## src/rtl/cms_pkg.sv

```systemverilog
// cms_pkg: shared types and constants for the constraint matrix stamp block
// holds the channel payload structs, the internal command struct and the code enums
// no dependencies
package cms_pkg;

  localparam int POINT_W = 12;
  localparam int CONS_W = 13;
  localparam int WEIGHT_W = 16;
  localparam int STIFF_W = 16;
  localparam int ROW_W = 14;
  localparam int COL_W = 15;
  localparam int VALUE_W = 32;
  localparam int BLK_W = 4;
  localparam int COMP_W = 2;

  // input mode codes
  localparam logic [1:0] MODE_STRAIN_L = 2'd0;
  localparam logic [1:0] MODE_STRAIN_R = 2'd1;
  localparam logic [1:0] MODE_BEND = 2'd2;
  localparam logic [1:0] MODE_NONE = 2'd3;

  // last block number of each stamp kind, and last component
  localparam logic [BLK_W-1:0] LAST_BLK_STRAIN_L = 4'd3;
  localparam logic [BLK_W-1:0] LAST_BLK_STRAIN_R = 4'd1;
  localparam logic [BLK_W-1:0] LAST_BLK_BEND = 4'd15;
  localparam logic [COMP_W-1:0] COMP_LAST = 2'd2;

  typedef enum logic [1:0] {
    KIND_STRAIN_L,
    KIND_STRAIN_R,
    KIND_BEND
  } cmd_kind_t;

  typedef enum logic [1:0] {
    VAL_POS,
    VAL_NEG,
    VAL_BEND
  } val_kind_t;

  typedef struct packed {
    logic [1:0] mode;
    logic [POINT_W-1:0] point_a;
    logic [POINT_W-1:0] point_b;
    logic [POINT_W-1:0] point_c;
    logic [POINT_W-1:0] point_d;
    logic [CONS_W-1:0] constraint_index;
    logic signed [WEIGHT_W-1:0] weight_a;
    logic signed [WEIGHT_W-1:0] weight_b;
    logic signed [WEIGHT_W-1:0] weight_c;
    logic signed [WEIGHT_W-1:0] weight_d;
    logic [STIFF_W-1:0] stiffness;
  } cons_t;

  typedef struct packed {
    logic [ROW_W-1:0] row_index;
    logic [COL_W-1:0] col_index;
    logic signed [VALUE_W-1:0] entry_value;
    logic last;
  } triplet_t;

  typedef struct packed {
    cmd_kind_t kind;
    logic [BLK_W-1:0] last_blk;
    logic [POINT_W-1:0] pa;
    logic [POINT_W-1:0] pb;
    logic [POINT_W-1:0] pc;
    logic [POINT_W-1:0] pd;
    logic [CONS_W-1:0] k;
    logic signed [WEIGHT_W-1:0] wa;
    logic signed [WEIGHT_W-1:0] wb;
    logic signed [WEIGHT_W-1:0] wc;
    logic signed [WEIGHT_W-1:0] wd;
    logic [STIFF_W-1:0] stiff;
  } cmd_t;

endpackage

```

## src/rtl/cms_front.sv

```systemverilog
// cms_front: decodes an incoming constraint into a stamp command
// drops the unused mode, sets the last block number per stamp kind
// depends on cms_pkg
module cms_front import cms_pkg::*; (
  input  logic  item_valid,
  input  cons_t item,
  output logic  cmd_valid,
  output cmd_t  cmd
);

  always_comb begin
    cmd.pa = item.point_a;
    cmd.pb = item.point_b;
    cmd.pc = item.point_c;
    cmd.pd = item.point_d;
    cmd.k = item.constraint_index;
    cmd.wa = item.weight_a;
    cmd.wb = item.weight_b;
    cmd.wc = item.weight_c;
    cmd.wd = item.weight_d;
    cmd.stiff = item.stiffness;
    cmd_valid = item_valid;
    unique case (item.mode)
      MODE_STRAIN_L: begin
        cmd.kind = KIND_STRAIN_L;
        cmd.last_blk = LAST_BLK_STRAIN_L;
      end
      MODE_STRAIN_R: begin
        cmd.kind = KIND_STRAIN_R;
        cmd.last_blk = LAST_BLK_STRAIN_R;
      end
      MODE_BEND: begin
        cmd.kind = KIND_BEND;
        cmd.last_blk = LAST_BLK_BEND;
      end
      MODE_NONE: begin
        // no triplets: take the transfer and forget it
        cmd.kind = KIND_STRAIN_L;
        cmd.last_blk = LAST_BLK_STRAIN_L;
        cmd_valid = 1'b0;
      end
    endcase
  end

endmodule

```

## src/rtl/cms_queue.sv

```systemverilog
// cms_queue: two-entry command queue between decode and triplet generation
// depends on cms_pkg
module cms_queue import cms_pkg::*; (
  input  logic       clk,
  input  logic       rst,
  input  logic       push,
  input  cmd_t       push_cmd,
  output logic       full,
  output logic       head_valid,
  output cmd_t       head,
  input  logic       pop,
  output logic [1:0] count
);

  cmd_t mem [2];
  logic wr_ptr;
  logic rd_ptr;
  logic [1:0] cnt;
  logic do_push;

  assign full = (cnt == 2'd2);
  assign head_valid = (cnt != 2'd0);
  assign head = mem[rd_ptr];
  assign count = cnt;
  assign do_push = push && !full;

  always_ff @(posedge clk) begin
    if (do_push) begin
      mem[wr_ptr] <= push_cmd;
    end
  end

  always_ff @(posedge clk) begin
    if (rst) begin
      wr_ptr <= 1'b0;
      rd_ptr <= 1'b0;
      cnt <= 2'd0;
    end else begin
      if (do_push) begin
        wr_ptr <= !wr_ptr;
      end
      if (pop) begin
        rd_ptr <= !rd_ptr;
      end
      cnt <= cnt + {1'b0, do_push} - {1'b0, pop};
    end
  end

endmodule

```

## src/rtl/cms_back.sv

```systemverilog
// cms_back: walks the head command block by block and component by component
// stage a picks indices and the weight product, stage b scales and forms the triplet
// depends on cms_pkg
module cms_back import cms_pkg::*; (
  input  logic     clk,
  input  logic     rst,
  input  logic     head_valid,
  input  cmd_t     head,
  output logic     pop,
  output logic     triplet_valid,
  input  logic     triplet_stall,
  output triplet_t triplet,
  output logic     busy
);

  logic en;
  logic [BLK_W-1:0] blk;
  logic [COMP_W-1:0] comp;
  logic final_gen;

  logic [POINT_W-1:0] g_row;
  logic [CONS_W-1:0] g_col;
  val_kind_t g_vkind;
  logic signed [WEIGHT_W-1:0] g_wi;
  logic signed [WEIGHT_W-1:0] g_wj;
  logic signed [2*WEIGHT_W-1:0] g_wprod;

  logic a_valid;
  logic [POINT_W-1:0] a_row_blk;
  logic [CONS_W-1:0] a_col_blk;
  logic [COMP_W-1:0] a_comp;
  val_kind_t a_vkind;
  logic signed [2*WEIGHT_W-1:0] a_wprod;
  logic [STIFF_W-1:0] a_stiff;
  logic a_last;

  logic signed [2*WEIGHT_W+STIFF_W:0] bend_full;
  logic [VALUE_W-1:0] pos_val;
  triplet_t o_next;
  logic o_valid;
  triplet_t o_data;

  function automatic logic [POINT_W-1:0] pt_sel(input cmd_t c, input logic [1:0] i);
    logic [POINT_W-1:0] r;
    unique case (i)
      2'd0: r = c.pa;
      2'd1: r = c.pb;
      2'd2: r = c.pc;
      2'd3: r = c.pd;
    endcase
    return r;
  endfunction

  function automatic logic signed [WEIGHT_W-1:0] w_sel(input cmd_t c, input logic [1:0] i);
    logic signed [WEIGHT_W-1:0] r;
    unique case (i)
      2'd0: r = c.wa;
      2'd1: r = c.wb;
      2'd2: r = c.wc;
      2'd3: r = c.wd;
    endcase
    return r;
  endfunction

  assign en = !o_valid || !triplet_stall;
  assign final_gen = (blk == head.last_blk) && (comp == COMP_LAST);
  assign pop = en && head_valid && final_gen;
  assign busy = a_valid;

  // indices, value kind and weight product of the current block
  always_comb begin
    g_wi = w_sel(head, blk[3:2]);
    g_wj = w_sel(head, blk[1:0]);
    g_wprod = g_wi * g_wj;
    unique case (head.kind)
      KIND_STRAIN_L: begin
        unique case (blk[1:0])
          2'd0: begin
            g_row = head.pa;
            g_col = {1'b0, head.pa};
            g_vkind = VAL_POS;
          end
          2'd1: begin
            g_row = head.pb;
            g_col = {1'b0, head.pb};
            g_vkind = VAL_POS;
          end
          2'd2: begin
            g_row = head.pa;
            g_col = {1'b0, head.pb};
            g_vkind = VAL_NEG;
          end
          2'd3: begin
            g_row = head.pb;
            g_col = {1'b0, head.pa};
            g_vkind = VAL_NEG;
          end
        endcase
      end
      KIND_STRAIN_R: begin
        g_row = blk[0] ? head.pb : head.pa;
        g_col = head.k;
        g_vkind = blk[0] ? VAL_POS : VAL_NEG;
      end
      KIND_BEND: begin
        g_row = pt_sel(head, blk[3:2]);
        g_col = {1'b0, pt_sel(head, blk[1:0])};
        g_vkind = VAL_BEND;
      end
      default: begin
        g_row = '0;
        g_col = '0;
        g_vkind = VAL_POS;
      end
    endcase
  end

  always_ff @(posedge clk) begin
    if (rst) begin
      blk <= '0;
      comp <= '0;
      a_valid <= 1'b0;
    end else if (en) begin
      a_valid <= head_valid;
      if (head_valid) begin
        if (comp == COMP_LAST) begin
          comp <= '0;
          blk <= final_gen ? '0 : blk + 4'd1;
        end else begin
          comp <= comp + 2'd1;
        end
      end
    end
  end

  always_ff @(posedge clk) begin
    if (en && head_valid) begin
      a_row_blk <= g_row;
      a_col_blk <= g_col;
      a_comp <= comp;
      a_vkind <= g_vkind;
      a_wprod <= g_wprod;
      a_stiff <= head.stiff;
      a_last <= final_gen;
    end
  end

  // product is below 2^46 in magnitude; taking bits above 16 floors it
  always_comb begin
    bend_full = a_wprod * $signed({1'b0, a_stiff});
    pos_val = {8'd0, a_stiff, 8'd0};
    o_next.row_index = {2'b00, a_row_blk} + {1'b0, a_row_blk, 1'b0} + ROW_W'(a_comp);
    o_next.col_index = {2'b00, a_col_blk} + {1'b0, a_col_blk, 1'b0} + COL_W'(a_comp);
    o_next.last = a_last;
    unique case (a_vkind)
      VAL_POS: o_next.entry_value = pos_val;
      VAL_NEG: o_next.entry_value = -pos_val;
      VAL_BEND: o_next.entry_value = bend_full[VALUE_W+15:16];
      default: o_next.entry_value = pos_val;
    endcase
  end

  always_ff @(posedge clk) begin
    if (rst) begin
      o_valid <= 1'b0;
    end else if (en) begin
      o_valid <= a_valid;
    end
  end

  always_ff @(posedge clk) begin
    if (en && a_valid) begin
      o_data <= o_next;
    end
  end

  assign triplet_valid = o_valid;
  assign triplet = o_data;

endmodule

```

## src/rtl/constraint_matrix_stamp_top.sv

```systemverilog
// constraint_matrix_stamp_top: expands one constraint into its sparse matrix triplets
// depends on cms_pkg, cms_front, cms_queue, cms_back
//
//   channel   signals                                 role
//   item      item_valid, item_stall, item            constraint in
//   triplet   triplet_valid, triplet_stall, triplet   (row, col, value, last) out
//
// one triplet leaves per cycle while triplet_stall is low: strain left gives 12 triplets, strain right 6,
// bending 48, set by the single generator stepping block and component; mode 3 gives no triplet
// a constraint into an empty block passes the queue, stage a and stage b registers before its first triplet
// the two-entry command queue keeps taking constraints while triplets are stalled, until it is full
// rst is synchronous; it empties the queue and both pipeline stages
module constraint_matrix_stamp_top import cms_pkg::*; (
  input  logic     clk,
  input  logic     rst,
  input  logic     item_valid,
  output logic     item_stall,
  input  cons_t    item,
  output logic     triplet_valid,
  input  logic     triplet_stall,
  output triplet_t triplet
);

  logic cmd_valid;
  cmd_t cmd;
  logic q_full;
  logic head_valid;
  cmd_t head;
  logic pop;
  logic [1:0] q_count;
  logic back_busy;

  cms_front u_front (
    .item_valid (item_valid),
    .item       (item),
    .cmd_valid  (cmd_valid),
    .cmd        (cmd)
  );

  cms_queue u_queue (
    .clk        (clk),
    .rst        (rst),
    .push       (cmd_valid),
    .push_cmd   (cmd),
    .full       (q_full),
    .head_valid (head_valid),
    .head       (head),
    .pop        (pop),
    .count      (q_count)
  );

  cms_back u_back (
    .clk           (clk),
    .rst           (rst),
    .head_valid    (head_valid),
    .head          (head),
    .pop           (pop),
    .triplet_valid (triplet_valid),
    .triplet_stall (triplet_stall),
    .triplet       (triplet),
    .busy          (back_busy)
  );

  assign item_stall = q_full;

  a_queue_bound: assert property (@(posedge clk) disable iff (rst) q_count <= 2'd2)
    else $error("command queue count past depth");

  a_drain: assert property (@(posedge clk) disable iff (rst)
    triplet_valid && !triplet_stall && !head_valid && !back_busy |=> !triplet_valid)
    else $error("triplet appeared with nothing in flight");

  a_reset: assert property (@(posedge clk) rst |=> !triplet_valid && q_count == 2'd0)
    else $error("state not cleared by reset");

  a_pop_only_valid: assert property (@(posedge clk) disable iff (rst)
    pop |-> head_valid)
    else $error("queue popped while empty");

endmodule

```

## config.mk

```make
export PLATFORM = sky130hd
export DESIGN_NAME = constraint_matrix_stamp_top
export DESIGN_NICKNAME = d
export VERILOG_FILES = /design/src/rtl/cms_pkg.sv /design/src/rtl/cms_front.sv /design/src/rtl/cms_queue.sv /design/src/rtl/cms_back.sv /design/src/rtl/constraint_matrix_stamp_top.sv
export SDC_FILE = /design/constraint.sdc
export NUM_CORES = 2
export LEC_CHECK = 0
export BUFFER_PORTS_ARGS = -buffer_cell sky130_fd_sc_hd__buf_2
export CORE_ASPECT_RATIO = 1.2
export CORE_MARGIN = 2
export CORE_UTILIZATION = 50
export DETAILED_ROUTE_END_ITERATION = 8
export GPL_TIMING_DRIVEN = 0
export PLACE_DENSITY = 0.74
export RECOVER_POWER = 25
export SETUP_SLACK_MARGIN = 0.1
export SYNTH_ARGS = -nofsm -noshare
export SYNTH_HDL_FRONTEND = slang
export SYNTH_SLANG_ARGS = --single-unit
```

## constraint.sdc

```tcl
create_clock -name clk -period 16.5 [get_ports clk]
set_input_delay 3.3 -clock clk [delete_from_list [all_inputs] [get_ports clk]]
set_output_delay 3.3 -clock clk [all_outputs]
set_load 0.005 [all_outputs]
```

==> summary.md <==
| Metric | Value |
|---|---|
| Number of global-route vias before repair | roughly 34000 |
| Mapped Cells | between 4000 and 5000 |
| Setup TNS | 0 ps |
| RSZ-0062 raised after global routing | no |
| Tmin final | 9720 ps |
| Final Cell Area | 50600 sq um |
| Clock skew | 73.2 ps |
| Maximum root-to-sink buffer count | 3 |
| Hold path start | u_back.a_last |
| Synthesized area | roughly 46000 sq um |
| Hpwl dp | 94800 um |
| Worst-case reg-to-reg path depth | 27 |
| CTS tree | done |
| DR vias | between 30000 and 40000 |
| Slew @ Worst Pin | ~1400 ps |
| Layout cell share with drive strength beyond 1 | 0.0828 |
| FMAX | between 0.1 and 0.15 GHz |
| FF+latch count, synth | between 400 and 500 |
| Crit path kind | reg -> reg |
| Worst-path maximum fanout | 10 |
| IO Port Bufs | between 200 and 250 |
| Final WS setup | just under 7000 ps |
| Total GRT Usage | 0.247 |
| Hold path depth | 0 |
| FF-to-FF setup slack | 6780 ps |
| Worst R2R End | u_back.a_wprod[29] |
| Final hold vios | 0 |
| Vert. Die Dim | about 340 um |
| Number of synthesized flops with an enable pin | between 400 and 500 |
| Global-route wire length before repair | ~180000 um |
| Placed Instance Area | around 49000 sq um |
| Die width | 282 um |
| Wire length per cell | 19.6 um |
| Syn_area_per_cell | ~11 sq um |
| Synth-to-Final Area Change | 9.16% |
| Post-synthesis sequential area ratio | 0.283 |
| Cell variety after synth | 73 |
| Top_reg_cell synth | edfxtp_1 |
| Core outline area | a little over 90000 sq um |
| Clk Latency, worst-skew pair | 620 ps |
| DP Worst Slack | approximately 7200 ps |
| Initial antenna violation count | 4 |
| Hold-fix buffers at CTS | 0 |
| Number of DRC markers in iteration 0 | around 2400 |
| Total die area | ~95000 sq um |
| Vias/cell | 5.43 |
| Largest net degree at the start of global routing | 69 |
| Clock Pin Slew Worst Setup and Hold Paths | around 70 ps |
| ANT nets after route | 0 |
| # DRC | 0 |
| CP required | approximately 17000 ps |
| H-tree depth | 2 |
| Rel. slew slack | 0.0359 |
| Drt pass-1 iters | 6 |
| Global route overflow | 0 |
| HP Class | reg -> reg |
| Num ports | about 210 |
| GPL Wtd Cong | 0.938 |
| Num rows | about 120 |
| Status | finished clean |
| Worst setup EP type | register |
| Ys async rst share | 0 |
| Synth Warn # | 0 |
| Post-CTS setup buffers | 0 |
| Num Clock Sinks | about 440 |
| Worst setup SP type | register |
| Fill count | slightly below 8000 |
| Cts repair resizes | 0 |
| Final setup vio count | 0 |
| Max-Cap Viols | 0 |
| Period utilisation layout | 0.589 |
| Initial Utilization | 0.504 |
| Hold EP | u_back.triplet[0] |
| Final Max Tran Viols | 0 |
| Fin util | 0.550 |
| Final WL | ~120000 um |
| Total Nets Final | slightly below 6000 |
| Syn Nets | ~5500 |
| CP Data Arrival Time | 10030 ps |
| Root Driver | clkbuf_16 |
| CTS Buf Count | between 40 and 50 |
-- cell families after synthesis --
kind of cell	Yosys count	share of synthesized area
simple gates	1115	0.112
buf+inv	1099	0.0896
fa+ha+maj	1001	0.391
flops	441	0.283
compound gates	405	0.0555
mux	191	0.0491
xor+xnor	103	0.0195
-- how the worst max path moves through the flow --
stage | cells after the start | endpoint
final | 27 | u_back.a_wprod[29]
after global routing | 29 | u_back.a_wprod[29]
after CTS | 27 | u_back.a_wprod[29]
after detailed placement | 27 | u_back.a_wprod[31]
after global placement | 5 | u_queue.mem[0][2]
after floorplan | 4 | u_queue.mem[0][0]
-- registers in the layout (all words and copies together) (netlist names), named ones only --
register	cells
u_queue.mem	288
u_back.triplet	62
u_back.a_wprod	32
u_back.a_stiff	16
u_back.a_col_blk	13
u_back.a_row_blk	12
u_back.blk	4
u_back.a_comp	2
u_back.a_vkind	2
u_back.comp	2
u_queue.count	2
u_back.a_last	1
u_back.busy	1
u_back.triplet_valid	1
u_queue.rd_ptr	1
u_queue.wr_ptr	1
-- worst max-delay path, stage by stage, from the launching register on --
cell	delay, ps
dfxtp_1	360
clkbuf_1	550
buf_2	420
buf_2	410
mux2i_1	270
nor2_1	70
o31ai_1	1170
clkbuf_1	530
nor2_1	120
fa_1	540
inv_1	70
fa_1	560
fa_1	460
fa_1	540
inv_1	50
fa_1	500
fa_1	470
ha_1	390
and3_1	240
and2_1	140
a311o_1	230
o211a_1	210
nor2_1	70
o21ai_1	260
nand2b_1	100
a21oi_1	350
a31oi_1	160
xnor2_1	140
-- area by class of cell --
| cell class | instances | area (sq um) | area share |
|---|---|---|---|
| multi-input cells | 2815 | 29100 | 0.575 |
| flip-flops and latches | 441 | 13100 | 0.259 |
| inverters | 911 | 3420 | 0.0676 |
| well taps | 1240 | 1550 | 0.0307 |
| clock buffers | 60 | 1220 | 0.0242 |
| repair buffers | 219 | 1180 | 0.0232 |
| plain buffers | 188 | 727 | 0.0144 |
| clock inverters | 28 | 263 | 0.00519 |
| diodes | 1 | 2.50 | 0.0000495 |
-- through the flow --
| step | instances | hold WS (ps) |
|---|---|---|
| detailed placement | 5814 | 429 |
| CTS | 5902 | 424 |
| global placement | 5805 | 403 |
| global route | 5903 | 437 |
| finish | 5903 | 426 |
| floorplan | 4355 | 400 |
-- per-layer routing --
| layer | vias to the layer above | GRT usage | share of wire |
|---|---|---|---|
| met5 | - | 0 | 0.00011 |
| met4 | 2 | 0.153 | 0.069 |
| met3 | 355 | 0.0358 | 0.066 |
| met2 | 1296 | 0.431 | 0.51 |
| met1 | 16200 | 0.286 | 0.36 |
| li1 | 14200 | - | - |
-- cells in the mapped netlist (all sizes together), types with 19 or more instances --
master | instances | share of area
inv | 909 | 0.074
fa | 748 | 0.32
nand2 | 479 | 0.039
edfxtp | 428 | 0.28
ha | 253 | 0.068
nor2 | 246 | 0.020
and2 | 194 | 0.026
clkbuf | 152 | 0.012
a21oi | 123 | 0.013
mux2i | 97 | 0.021
o21ai | 96 | 0.011
xnor2 | 79 | 0.015
mux2 | 72 | 0.017
nand2b | 47 | 0.0063
a21o | 43 | 0.0070
buf | 36 | 0.0035
nor2b | 32 | 0.0043
nor3 | 31 | 0.0037
o22ai | 30 | 0.0042
xor2 | 24 | 0.0045
mux4 | 22 | 0.011
or2 | 21 | 0.0028
nand3 | 19 | 0.0021
-- layout by cell type, fill, tap and decap left out, types with 7 or more instances in the layout --
master     synthesis  final
and2_1           194    192
mux4_2            22     22
nand4_1           11     11
clkinv_2           0      9
o22ai_1           29     29
edfxtp_1         428    428
nor3b_2            7      7
o21ai_0           78     79
xor2_1            24     24
o2bb2ai_1         12     12
buf_2             15    163
a21o_1            43     43
o21a_1            14     14
mux2_2            72     71
o21ai_1           16     15
nand2_1          479    479
nor3_1            29     29
nor2b_1           32     31
clkbuf_1         152    228
a222oi_1          12     12
xnor2_1           79     79
inv_1            909    908
fa_1             748    748
dfxtp_1           13     13
clkbuf_16          0     47
or2_2             21     21
o21bai_1           9      9
mux2i_1           97     97
and3_1            10     10
ha_1             253    253
nand2b_1          47     47
a21oi_1          122    122
buf_1             20     19
nand3_1           19     19
nor2_1           246    246
Power is not shown: default switching activity piles up to over one toggle a cycle in this logic, so the estimate is an artifact.
